==> src/rtl/core/aprc_pkg.sv <==
// Package for the aging page replacement core: sizes, operation codes,
// transaction payload structs and the cell control and search token types.
// No dependencies.
`default_nettype none

package aprc_pkg;

  // Sizing
  localparam int NUM_PAGES = 8;
  localparam int AGE_BITS  = 8;
  localparam int IDX_W     = (NUM_PAGES > 1) ? $clog2(NUM_PAGES) : 1;
  localparam int CFG_W     = 4;
  localparam int VAGE_W    = (AGE_BITS > 8) ? AGE_BITS : 8;

  // Operation codes carried in the func field
  typedef enum logic [1:0] {
    FUNC_ACCESS  = 2'd0,
    FUNC_TICK    = 2'd1,
    FUNC_FIND    = 2'd2,
    FUNC_PRESENT = 2'd3
  } func_t;

  // Input transaction
  typedef struct packed {
    logic [1:0] func;
    logic [2:0] page_index;
    logic       present_value;
  } in_item_t;

  // Result transaction
  typedef struct packed {
    logic       found;
    logic [2:0] victim_index;
    logic [7:0] victim_age;
  } out_item_t;

  // Per-cell update controls, decoded in the top level
  typedef struct packed {
    logic in_use;
    logic set_ref;
    logic tick;
    logic wr_pres;
    logic pres_val;
  } cell_ctl_t;

  // Minimum-search token passed from cell to cell
  typedef struct packed {
    logic                valid;
    logic                hit;
    logic [AGE_BITS-1:0] best_age;
    logic [IDX_W-1:0]    best_idx;
  } srch_tok_t;

endpackage : aprc_pkg

`default_nettype wire

==> src/rtl/core/aprc_cell.sv <==
// One page cell: holds the page's age, reference bit and present bit, and
// forwards the minimum-search token to the next cell. Depends on aprc_pkg.
`default_nettype none

module aprc_cell (
  input  wire                       clk,
  input  wire                       rst_n,
  input  wire [aprc_pkg::IDX_W-1:0] cell_idx,
  input  aprc_pkg::cell_ctl_t       ctl,
  input  aprc_pkg::srch_tok_t       tok_in,
  output aprc_pkg::srch_tok_t       tok_out
);
  import aprc_pkg::*;

  logic [AGE_BITS-1:0] age_r, age_nxt;
  logic                ref_r, ref_nxt;
  logic                pres_r, pres_nxt;
  srch_tok_t           tok_r, tok_nxt;
  logic                better;

  // Page state update
  always_comb begin
    age_nxt  = age_r;
    ref_nxt  = ref_r;
    pres_nxt = pres_r;
    if (ctl.set_ref) begin
      ref_nxt = 1'b1;
    end
    if (ctl.tick) begin
      ref_nxt = 1'b0;
      if (ctl.in_use) begin
        age_nxt = {ref_r, age_r[AGE_BITS-1:1]};
      end
    end
    if (ctl.wr_pres) begin
      pres_nxt = ctl.pres_val;
    end
  end

  // Search step: strict less keeps the lower index on ties and
  // never picks an all-ones age
  assign better = tok_in.valid && ctl.in_use && pres_r && (age_r < tok_in.best_age);

  always_comb begin
    tok_nxt = tok_in;
    if (better) begin
      tok_nxt.hit      = 1'b1;
      tok_nxt.best_age = age_r;
      tok_nxt.best_idx = cell_idx;
    end
  end

  // Page state and search token registers
  always_ff @(posedge clk) begin
    if (!rst_n) begin
      age_r  <= '0;
      ref_r  <= 1'b0;
      pres_r <= 1'b0;
      tok_r  <= '0;
    end else begin
      age_r  <= age_nxt;
      ref_r  <= ref_nxt;
      pres_r <= pres_nxt;
      tok_r  <= tok_nxt;
    end
  end

  assign tok_out = tok_r;

endmodule : aprc_cell

`default_nettype wire

==> src/rtl/core/aging_page_replacement_core.sv <==
// Top level of the aging page replacement core: command decode, the row of
// page cells, control sequencer and result register. Depends on aprc_pkg, aprc_cell.
//
//   channel | direction | handshake           | payload
//   in_     | input     | in_valid, in_stall  | in_data  (in_item_t)
//   out_    | output    | out_valid, out_stall| out_data (out_item_t)
//   cfg_    | input     | cfg_valid, cfg_ready| cfg_data (pages_in_use, 4 bits)
//
// Access, tick and set-present results pass through the HOLD state to the
// output register; a find result first waits in SEARCH while the search token
// moves one cell per cycle along the row. One transaction is in flight at a
// time; in_stall is high until its result is loaded into the output register,
// so no new transaction is taken before that result is loaded.
// Reset is synchronous: all page state clears and pages_in_use returns to 8.
// cfg_ready is always high.
`default_nettype none

module aging_page_replacement_core (
  input  wire                          clk,
  input  wire                          rst_n,
  input  wire                          in_valid,
  output logic                         in_stall,
  input  aprc_pkg::in_item_t           in_data,
  output logic                         out_valid,
  input  wire                          out_stall,
  output aprc_pkg::out_item_t          out_data,
  input  wire                          cfg_valid,
  output logic                         cfg_ready,
  input  wire [aprc_pkg::CFG_W-1:0]    cfg_data
);
  import aprc_pkg::*;

  typedef enum logic [1:0] {
    ST_IDLE,
    ST_SEARCH,
    ST_HOLD
  } state_t;

  state_t                 state_r;
  logic [CFG_W-1:0]       pages_r;
  logic [CFG_W-1:0]       eff_cnt;
  logic                   in_acc;
  logic                   out_free;
  logic                   out_valid_r;
  out_item_t              out_data_r;
  out_item_t              res_r;
  out_item_t              tail_res;
  logic [VAGE_W-1:0]      tail_age_ext;
  logic                   idx_ok;
  func_t                  func;
  cell_ctl_t              ctl   [NUM_PAGES];
  srch_tok_t              tok   [NUM_PAGES+1];

  assign cfg_ready = 1'b1;
  assign in_stall  = (state_r != ST_IDLE);
  assign in_acc    = in_valid && !in_stall;
  assign out_free  = !out_valid_r || !out_stall;
  assign out_valid = out_valid_r;
  assign out_data  = out_data_r;
  assign func      = func_t'(in_data.func);

  // Effective page count, clamped to the number of cells
  assign eff_cnt = (pages_r > CFG_W'(NUM_PAGES)) ? CFG_W'(NUM_PAGES) : pages_r;
  assign idx_ok  = ({1'b0, in_data.page_index} < eff_cnt);

  // Per-cell decode
  for (genvar i = 0; i < NUM_PAGES; i++) begin : g_cell
    logic page_sel;
    assign page_sel        = (in_data.page_index == 3'(i));
    assign ctl[i].in_use   = (CFG_W'(i) < eff_cnt);
    assign ctl[i].set_ref  = in_acc && (func == FUNC_ACCESS) && page_sel && idx_ok;
    assign ctl[i].tick     = in_acc && (func == FUNC_TICK);
    assign ctl[i].wr_pres  = in_acc && (func == FUNC_PRESENT) && page_sel && idx_ok;
    assign ctl[i].pres_val = in_data.present_value;

    aprc_cell u_cell (
      .clk      (clk),
      .rst_n    (rst_n),
      .cell_idx (IDX_W'(i)),
      .ctl      (ctl[i]),
      .tok_in   (tok[i]),
      .tok_out  (tok[i+1])
    );
  end

  // Search launch token
  assign tok[0].valid    = in_acc && (func == FUNC_FIND);
  assign tok[0].hit      = 1'b0;
  assign tok[0].best_age = '1;
  assign tok[0].best_idx = '0;

  // Result from the tail of the row
  assign tail_age_ext          = VAGE_W'(tok[NUM_PAGES].best_age);
  assign tail_res.found        = tok[NUM_PAGES].hit;
  assign tail_res.victim_index = tok[NUM_PAGES].hit ? 3'(tok[NUM_PAGES].best_idx) : 3'd0;
  assign tail_res.victim_age   = tok[NUM_PAGES].hit ? tail_age_ext[7:0] : 8'd0;

  // Sequencer and output register
  always_ff @(posedge clk) begin
    if (!rst_n) begin
      state_r     <= ST_IDLE;
      out_valid_r <= 1'b0;
      pages_r     <= CFG_W'(NUM_PAGES);
    end else begin
      if (cfg_valid && cfg_ready) begin
        pages_r <= cfg_data;
      end
      if (out_valid_r && !out_stall) begin
        out_valid_r <= 1'b0;
      end
      case (state_r)
        ST_IDLE: begin
          if (in_acc) begin
            state_r <= (func == FUNC_FIND) ? ST_SEARCH : ST_HOLD;
          end
        end
        ST_SEARCH: begin
          if (tok[NUM_PAGES].valid) begin
            state_r <= ST_HOLD;
          end
        end
        ST_HOLD: begin
          if (out_free) begin
            out_valid_r <= 1'b1;
            state_r     <= ST_IDLE;
          end
        end
        default: begin
          state_r <= ST_IDLE;
        end
      endcase
    end
  end

  // Result payload
  always_ff @(posedge clk) begin
    if (in_acc) begin
      res_r <= '0;
    end else if (state_r == ST_SEARCH && tok[NUM_PAGES].valid) begin
      res_r <= tail_res;
    end
    if (state_r == ST_HOLD && out_free) begin
      out_data_r <= res_r;
    end
  end

endmodule : aging_page_replacement_core

`default_nettype wire

==> config.mk <==
export PLATFORM = sky130hd
export DESIGN_NAME = aging_page_replacement_core
export DESIGN_NICKNAME = d
export VERILOG_FILES = /design/src/rtl/core/aprc_pkg.sv /design/src/rtl/core/aprc_cell.sv /design/src/rtl/core/aging_page_replacement_core.sv
export SDC_FILE = /design/constraint.sdc
export NUM_CORES = 1
export LEC_CHECK = 0
export ABC_CLOCK_PERIOD_IN_PS = 2400
export BUFFER_PORTS_ARGS = -buffer_cell sky130_fd_sc_hd__buf_2
export CAP_MARGIN = 10
export CORE_MARGIN = 1.5
export CORE_UTILIZATION = 45
export DETAILED_ROUTE_END_ITERATION = 10
export PLACE_DENSITY = 0.65
export SLEW_MARGIN = 10
export SYNTH_ARGS = -nofsm -noshare
export SYNTH_HDL_FRONTEND = slang
export SYNTH_SLANG_ARGS = --single-unit
==> constraint.sdc <==
create_clock -name clk -period 2.4 [get_ports clk]
set_input_delay 0 -clock clk [delete_from_list [all_inputs] [get_ports clk]]
set_output_delay 0 -clock clk [all_outputs]
set_load 0.01 [all_outputs]
==> impl_metrics.ini, run 1 <==
[outcome]
outcome = complete, no violations

[layout]
num-fill-cells = 1699
net_count_reported_at_finish = 1021
drive_gt1_share_pct = 10.4
final_cell_mix = dfxtp_1 (196), nor2_1 (120), nand2_1 (88)
postLayoutCoreUtil_pct = 53.1
layout_commonest_cell = dfxtp_1
diodes = 0
layout-area-overhead-vs-synth_pct = 15.3

[placement]
finalWeightedCongestion = 0.816
hpwlAfterDp_microns = 11400
port_buffers = 28

[global_route]
grt_util_met1_pct = 22.2
grt_max_degree = 106
grt_util_met3_pct = 2.53
first_pass_grt_wire_length_microns = 28800
global_route.overflow_total = 0
groute.layer.met2.usage_pct = 30.2
grt_use_total_pct = 17.4
busiest_layer = met2
antenna_found_initial = 0
grt_pass1_vias = 5958

[floorplanning]
floorplan.io_pins = 30
design.core.area_sq_mm = 0.0188
fp.dieW_microns = 142
initial_cell_density_of_the_core_pct = 46.1
row_count = 50
die_area_sq_mm = 0.0201
die-height_microns = 142

[timing]
worst_slew_pin_slew_ns = 0.860
setup_viol = 0
rsz0062_at_grt = no
clock-skew-final_ns = 0.00778
period_share_pct = 87.9
max_clock_freq_mhz = 474
final_slew_viol_count = 0
layout_min_cycle_time_ns = 2.11
finalHoldWorstSlack_ns = 0.0148
slew_headroom_pct = 42.5
setup_tns_ns = 0
finalHoldViolations = 0

[yosys]
synth_async_sr_flop_share_pct = 0
synth_top_flop_cell = dfxtp_1
post_synth_num_cell_types = 49
synth_warnings = 0
syn-num-nets = 986
synthesis.area_sq_mm = 0.00867
synth-edff-count = 12
synth_largest_area_cell = dfxtp_1
synth_top_area_share_pct = 45.2
post_synth.cell_area_avg_sq_um = 9.43
synth.area.top_cells = dfxtp_1 (45%), mux2i_1 (8.8%), ha_1 (7.4%)
yosys_register_bits = 208
synthesis.instances = 920
synth_sequential_area_ratio_pct = 49.4

[cts]
cts_max_level = 1
post_cts.resized_instances = 0
tritoncts_clock_tree = yes
ctsRootBufferMaster = clkbuf_16
clock_buffer_count_from_cts = 22
clock_sink_count = 208
clock_pin_slew_of_the_registers_on_the_worst_case_setup_and_hold_paths_ns = 0.06
clock_tree_buffer_depth = 3
clk-insertion-delay-late_ns = 0.49
cts_setup_buffers = 0

[worst_setup_path]
worstPathMaxFanout = 10
timing_worst_setup_path_type = reg2reg
critPathArrivalTime_ns = 2.53
capturing_element_type_of_the_critical_path = flop
category_of_the_worst_setup_path_launch_point = flop
worst_ep_required_time_ns = 2.82

[detailed_routing]
detailedRoute.firstPassIterationCount = 4
drtAntennaViolNets = 0
wirelength_microns = 16900
drt_drc_violations_left = 0
drt-vias-per-instance = 5.07
routed_length_per_instance_microns = 13.8
vias = 6228
detail_route.iter0.violations = 324

[hold_path]
timing.hold.worst.class = in2reg

[power]
p_leak_uw = 0.00395
p_per_area_mw_per_mm2 = 736
ir_drop_mv = 0.423

[flow_run]
timing.max_cap.violations = 0
per-layer routing:
layer / wire, microns / vias up
met5: 0 / -
met4: 410 / 0
met3: 327 / 31
met2: 8210 / 56
met1: 7950 / 2909
li1: - / 3232
logic make-up (layout without fill, tap and decap cells):
logic type | Yosys count | after routing | share of synthesized area (%)
compound gates | 162 | 162 | 12.8
mux | 77 | 77 | 8.90
fa+ha+maj | 51 | 51 | 7.36
other cells | 1 | 1 | 0.0432
buf+inv | 105 | 153 | 4.88
simple gates | 316 | 316 | 16.6
flops | 208 | 208 | 49.4
state kept, by name, indices dropped and copies added, names as in the netlist:
register,cells
pages_r,4
res_r,12
state_r,2
g_cell.u_cell.pres_r,8
g_cell.u_cell.ref_r,8
g_cell.u_cell.tok_out,97
out_data,12
g_cell.u_cell.age_r,64
out_valid,1
through the flow:
stage | std cells | worst slack, ns | area [sq um] | total power, uW
final | 1228 | 0.289 | 10000 | 7360
after global routing | 1228 | 0.0858 | 10000 | 7620
after detailed placement | 1177 | 0.303 | 9110 | 3960
after floorplan | 920 | 0.512 | 8670 | 3860
after global placement | 1177 | 0.360 | 9110 | 3960
after CTS | 1228 | 0.285 | 10000 | 7440
critical path, cell delays in order (launching register included):
cell and delay [ns]:
dfxtp_1 0.33, inv_1 0.05, ha_1 0.32, a21oi_1 0.15
nand2_1 0.06, a2111oi_0 0.40, o21a_1 0.50, mux2i_1 0.23
final cells by class:
cell class	count	area, sq um	area share, %
flip-flops and latches	208	4280	42.8
multi-input cells	607	3990	39.9
clock buffers	28	624	6.24
repair buffers	61	450	4.50
well taps	260	325	3.25
inverters	55	209	2.09
clock inverters	9	120	1.20
synth_stat cells (2+ instances only):
cell type,count
nand4b_1,2
nor4_1,2
and2_1,11
nor2_4,4
nand2_1,88
a221oi_4,2
a21oi_1,45
a21o_1,10
nor2_1,120
o2111ai_1,3
nor3_1,4
nand2b_1,5
a211oi_1,6
buf_6,2
o211ai_1,3
nand4_1,8
edfxtp_1,12
mux2i_1,76
nor3b_1,2
ha_1,51
or3_1,2
clkbuf_1,36
o21ai_1,7
a211o_1,3
o21ai_0,22
buf_1,3
a31oi_1,2
nand3_1,54
nor2b_1,7
o31ai_1,35
o21a_1,15
inv_1,55
a21oi_4,2
a221oi_1,3
dfxtp_1,196
buf_2,8
or2_2,2
power breakdown:
| part | switching [uW] | internal (uW) |
|---|---|---|
| Combinational | 219 | 131 |
| Clock | 1300 | 2150 |
| Sequential | 29.8 | 3530 |
repair_timing:
item	CTS	global route
hold buffers	14	0
endpoints found under the setup margin	0	0
hold endpoints to repair	24	0
worst paths after layout:
path,to,cells past startpoint,start,slack [ns]
worst max-delay path,g_cell[1].u_cell.tok_out[10],7,g_cell[0].u_cell.tok_out[9],0.29
worst min-delay path,g_cell[0].u_cell.tok_out[12],4,in_data[5],0.01
worst max register to register,g_cell[1].u_cell.tok_out[10],7,g_cell[0].u_cell.tok_out[9],0.29
worst min register to register,g_cell[5].u_cell.tok_out[1],2,g_cell[4].u_cell.tok_out[1],0.42
(Power assumes the default switching activity.)
==> inputs of run 2 (changes only) <==
--- a/config.mk
+++ b/config.mk
@@ -6,12 +6,13 @@
 export NUM_CORES = 1
 export LEC_CHECK = 0
 export ABC_CLOCK_PERIOD_IN_PS = 2400
-export BUFFER_PORTS_ARGS = -buffer_cell sky130_fd_sc_hd__buf_2
 export CAP_MARGIN = 10
 export CORE_MARGIN = 1.5
 export CORE_UTILIZATION = 45
+export CTS_BUF_LIST = sky130_fd_sc_hd__clkbuf_4
 export DETAILED_ROUTE_END_ITERATION = 10
-export PLACE_DENSITY = 0.65
+export DONT_BUFFER_PORTS = 1
+export PLACE_DENSITY = 0.64
 export SLEW_MARGIN = 10
 export SYNTH_ARGS = -nofsm -noshare
 export SYNTH_HDL_FRONTEND = slang
==> impl_metrics.ini, run 2 (synthesis gave the netlist of run 1 again) <==
[outcome]
outcome = complete, no violations

[detailed_routing]
drtAntennaViolNets = 0
vias = 6363
routed_length_per_instance_microns = 13.6
detail_route.iter0.violations = 324
drt_drc_violations_left = 0
detailedRoute.firstPassIterationCount = 5
drt-vias-per-instance = 5.06
wirelength_microns = 17000

[global_route]
grt_pass1_vias = 6284
grt_use_total_pct = 17.7
antenna_found_initial = 0
grt_max_degree = 107
first_pass_grt_wire_length_microns = 29400
global_route.overflow_total = 0

[worst_setup_path]
timing_worst_setup_path_type = reg2reg
worst_r2r_path_depth = 7
worst_ep_required_time_ns = 2.96
worstPathMaxFanout = 10
category_of_the_worst_setup_path_launch_point = flop
capturing_element_type_of_the_critical_path = flop
timing.reg2reg.setup_slack_ns = 0.20
critPathArrivalTime_ns = 2.76

[placement]
finalWeightedCongestion = 0.800
hpwlAfterDp_microns = 11300
port_buffers = 0
numPlacedInstances = 1150
dpl-instance-area_sq_mm = 0.00898

[layout]
layout-area-overhead-vs-synth_pct = 13.4
stdcell_count = 1258
num-fill-cells = 1745
final_cell_mix = dfxtp_1 (195), nor2_1 (120), nand2_1 (88)
multi_input_comb_area_sq_mm = 0.00399
largest_register_ff_count = 97
diodes = 0
ff_latch_area_sq_mm = 0.00429
drive_gt1_share_pct = 11.8
layout_commonest_cell = dfxtp_1
net_count_reported_at_finish = 1031
final_area_sq_mm = 0.00984

[cts]
clock_sink_count = 208
tritoncts_clock_tree = yes
cts_max_level = 2
clock_pin_slew_of_the_registers_on_the_worst_case_setup_and_hold_paths_ns = 0.06
clock_tree_buffer_depth = 3
clock_buffer_count_from_cts = 53
clk-insertion-delay-late_ns = 0.65
ctsRootBufferMaster = clkbuf_4

[timing]
setup_tns_ns = 0
period_share_pct = 91.9
layout_min_cycle_time_ns = 2.20
final_slew_viol_count = 0
slew_headroom_pct = 30.5
setup_viol = 0
rsz0062_at_grt = no
max_clock_freq_mhz = 454
clock-skew-final_ns = 0.0366
worst_slew_pin_slew_ns = 1.04
finalHoldViolations = 0

[floorplanning]
die_area_sq_mm = 0.0201
design.core.area_sq_mm = 0.0188
die-height_microns = 142
fp.dieW_microns = 142
row_count = 50
initial_cell_density_of_the_core_pct = 46.1
floorplan.io_pins = 30

[power]
p_per_area_mw_per_mm2 = 686
ir_drop_mv = 0.420
p_leak_uw = 0.00388

[flow_run]
timing.max_cap.violations = 0

[hold_path]
timing.hold.worst.class = in2reg
timing.hold.worst_path_depth = 6
run 2: cell count changes in the layout (fill, tap and decap cells not counted), sizes merged:
cell,previous run,this run
clkinvlp,0,1
clkbuf,28,74
bufinv,3,1
clkinv,6,12
dlygate4sd3,14,19
buf,47,21
run 2: metal layers:
layer	part of all wire, %	track usage, %	up-vias
met5	0	0	-
met4	1.8	6.62	0
met3	3.2	3.91	30
met2	48	29.9	92
met1	47	22.2	2954
li1	-	-	3287
run 2: final timing paths:
path | from | endpoint
worst max-delay path | g_cell[0].u_cell.tok_out[9] | g_cell[1].u_cell.tok_out[6]
worst min-delay path | in_data[2] | g_cell[1].u_cell.ref_r
worst max register to register | g_cell[0].u_cell.tok_out[9] | g_cell[1].u_cell.tok_out[6]
worst min register to register | g_cell[4].u_cell.tok_out[1] | g_cell[5].u_cell.tok_out[1]
run 2: cell type report:
cell class / instances / area share [%]
Clock buffer: 74 / 5.65
Sequential cell: 208 / 43.6
Timing Repair Buffer: 40 / 3.99
Tap cell: 260 / 3.31
Clock inverter: 14 / 0.852
Multi-Input combinational cell: 607 / 40.5
Inverter: 55 / 2.12
run 2: report_power, final:
part	internal (uW)	switching [uW]
Clock	1510	1340
Combinational	124	212
Sequential	3530	33.1
Total	5170	1580
run 2: stage by stage:
stage          power [uW]  hold slack, ns  setup slack (ns)  utilization (%)
3_5_place_dp         3910          0.0946             0.177             47.7
3_3_place_gp         3900          0.0980             0.328             47.7
5_1_grt              7090          0.0668            0.0137             52.2
2_1_floorplan        3860           0.129             0.512                -
6_report             6750          0.0657             0.195             52.2
4_1_cts              6860        0.000630             0.121             52.3
run 2: critical path, stage by stage (launching register included):
cell	delay (ns)
dfxtp_1	0.33
inv_1	0.05
ha_1	0.32
a21oi_1	0.15
nand2_1	0.06
a2111oi_0	0.45
o21a_1	0.51
mux2i_1	0.25
run 2: what timing repair did:
action                                  in CTS  in global routing
resized for setup                            0                  1
setup buffers                                0                  0
endpoints found under the setup margin       0                  2
hold buffers                                21                  0
endpoints found under the hold margin      205                  0
==> inputs of run 3 (changes only) <==
--- a/config.mk
+++ b/config.mk
@@ -13,6 +13,7 @@
 export DETAILED_ROUTE_END_ITERATION = 10
 export DONT_BUFFER_PORTS = 1
 export PLACE_DENSITY = 0.64
+export SETUP_SLACK_MARGIN = 0.3
 export SLEW_MARGIN = 10
 export SYNTH_ARGS = -nofsm -noshare
 export SYNTH_HDL_FRONTEND = slang
==> impl_metrics.ini, run 3 (synthesis gave the netlist of run 1 again) <==
[detailed_routing]
drtAntennaViolNets = 0
drt_drc_violations_left = 0
met3_wirelength_microns = 564
vias = 6368
detail_route.iter0.violations = 312
routed_length_per_instance_microns = 13.5
detailedRoute.firstPassIterationCount = 5
wirelength_microns = 17100
wl_met2_microns = 8300
drt-vias-per-instance = 5.05
route.top_layer_used = met4
drt-met1-wl_microns = 7910

[floorplanning]
floorplan.io_pins = 30
initial_cell_density_of_the_core_pct = 46.1
row_count = 50
die-height_microns = 142
design.core.area_sq_mm = 0.0188
fp.dieW_microns = 142
die_area_sq_mm = 0.0201

[worst_setup_path]
timing.critical_path.max_delay_family = compound AO/OA/AOI/OAI gates
capturing_element_type_of_the_critical_path = flop
critical_path.n_buffers_inverters = 2
crit_path_max_incr_delay_ns = 0.33
worstPathMaxFanout = 6
timing.reg2reg.setup_slack_ns = 0.45
category_of_the_worst_setup_path_launch_point = flop
critical_path.cell_chain = inv_1, ha_1, a211oi_1, o21ai_0, a221oi_2, buf_4, nand3_1, o31ai_1
critPathSlowestCell = a221oi_2
worst_ep_required_time_ns = 2.90
critPathArrivalTime_ns = 2.45
timing_worst_setup_path_type = reg2reg
timing.critical_path.depth = 8
reg2reg_from = g_cell[6].u_cell.tok_out[5]
r2r_end = g_cell[7].u_cell.tok_out[4]
worst_r2r_path_depth = 8

[cts]
tritoncts_clock_tree = yes
cts_max_level = 2
clock_sink_count = 208
ctsRootBufferMaster = clkbuf_4
clock_tree_buffer_depth = 3
clock_pin_slew_of_the_registers_on_the_worst_case_setup_and_hold_paths_ns = 0.07
clock_buffer_count_from_cts = 53
clk-insertion-delay-late_ns = 0.66

[timing]
clock-skew-final_ns = 0.0448
layout_min_cycle_time_ns = 1.95
finalHoldViolations = 0
slew_headroom_pct = 31.1
worst_slew_pin_slew_ns = 1.03
final_slew_viol_count = 0
period_share_pct = 81.1
setup_tns_ns = 0
rsz0062_at_grt = yes
max_clock_freq_mhz = 514
layout_setup_ws_ns = 0.455
setup_viol = 0

[outcome]
outcome = complete, no violations

[global_route]
global_route.overflow_total = 0
grt_use_total_pct = 17.8
grt_pass1_vias = 6281
grt_max_degree = 107
antenna_found_initial = 0
first_pass_grt_wire_length_microns = 29400

[hold_path]
timing.hold.worst.class = in2reg
min_delay_worst_endpoint = g_cell[1].u_cell.ref_r
min-delay-start = in_data[2]
timing.hold.worst_path_depth = 6

[power]
ir_drop_mv = 0.420
p_leak_uw = 0.00390
p_per_area_mw_per_mm2 = 683
total_power_uw = 6760

[placement]
preCtsSetupSlack_ns = 0.177
finalWeightedCongestion = 0.800
hpwlAfterDp_microns = 11300
port_buffers = 0
numPlacedInstances = 1150

[layout]
stdcell_count = 1262
postLayoutCoreUtil_pct = 52.6
final_cell_mix = dfxtp_1 (196), nor2_1 (120), nand2_1 (88)
layout_commonest_cell = dfxtp_1
diodes = 0
layout-area-overhead-vs-synth_pct = 14.1
largest_register_ff_count = 97
drive_gt1_share_pct = 12.2
net_count_reported_at_finish = 1035

[flow_run]
timing.max_cap.violations = 0
[run 3: cell type report]
class / instances / area, sq um
fill: 1732 / 8930
sequential: 208 / 4280
multi-input combinational: 607 / 3990
clock buffer: 74 / 556
timing repair buffer: 44 / 445
tap: 260 / 325
inverter: 55 / 209
clock inverter: 14 / 83.8
[run 3: worst max-delay path by stage]
stage                                       end  slack [ns]                    startpoint
finish              g_cell[7].u_cell.tok_out[4]        0.45   g_cell[6].u_cell.tok_out[5]
global route            g_cell[5].u_cell.pres_r        0.22                    pages_r[3]
CTS                 g_cell[1].u_cell.tok_out[6]        0.37   g_cell[0].u_cell.tok_out[9]
detailed placement  g_cell[1].u_cell.tok_out[6]        0.18   g_cell[0].u_cell.tok_out[9]
global placement    g_cell[1].u_cell.tok_out[3]        0.33   g_cell[0].u_cell.tok_out[9]
floorplan           g_cell[6].u_cell.tok_out[4]        0.51  g_cell[5].u_cell.tok_out[10]
[run 3: power by group]
group | switching (uW) | internal [uW] | total, uW
clock | 1340 | 1510 | 2860
sequential | 32.8 | 3530 | 3560
combinational | 213 | 127 | 340
total | 1590 | 5170 | 6760
[run 3: routing by layer]
layer,global-route usage [%],vias to the layer above
met5,0,-
li1,-,3295
met2,30.1,92
met3,3.91,29
met1,22.2,2952
met4,6.57,0
[run 3: timing repair]
| item | in CTS | in global routing |
|---|---|---|
| endpoints found under the hold margin | 205 | 0 |
| cloned | 0 | 0 |
| pin swaps | 0 | 1 |
| setup endpoints to repair | 10 | 21 |
| resized for setup | 1 | 5 |
| hold buffers | 21 | 0 |
| setup buffers | 2 | 1 |
[run 3: stage by stage]
stage          cell area, sq um  hold WS (ns)
2_1_floorplan              8670         0.129
3_3_place_gp               8980        0.0980
3_5_place_dp               8980        0.0946
4_1_cts                    9880      0.000630
5_1_grt                    9900        0.0668
6_report                   9900        0.0576
[run 3: worst register-to-register path: cells and delay by family, from the launching register on]
| family | cells | cell delay (ns) |
|---|---|---|
| adders and majority gates | 1 | 0.30 |
| and+or+nand+nor | 1 | 0.08 |
| DFF | 1 | 0.30 |
| buffers and inverters | 2 | 0.25 |
| AOI/OAI and AO/OA | 4 | 0.87 |
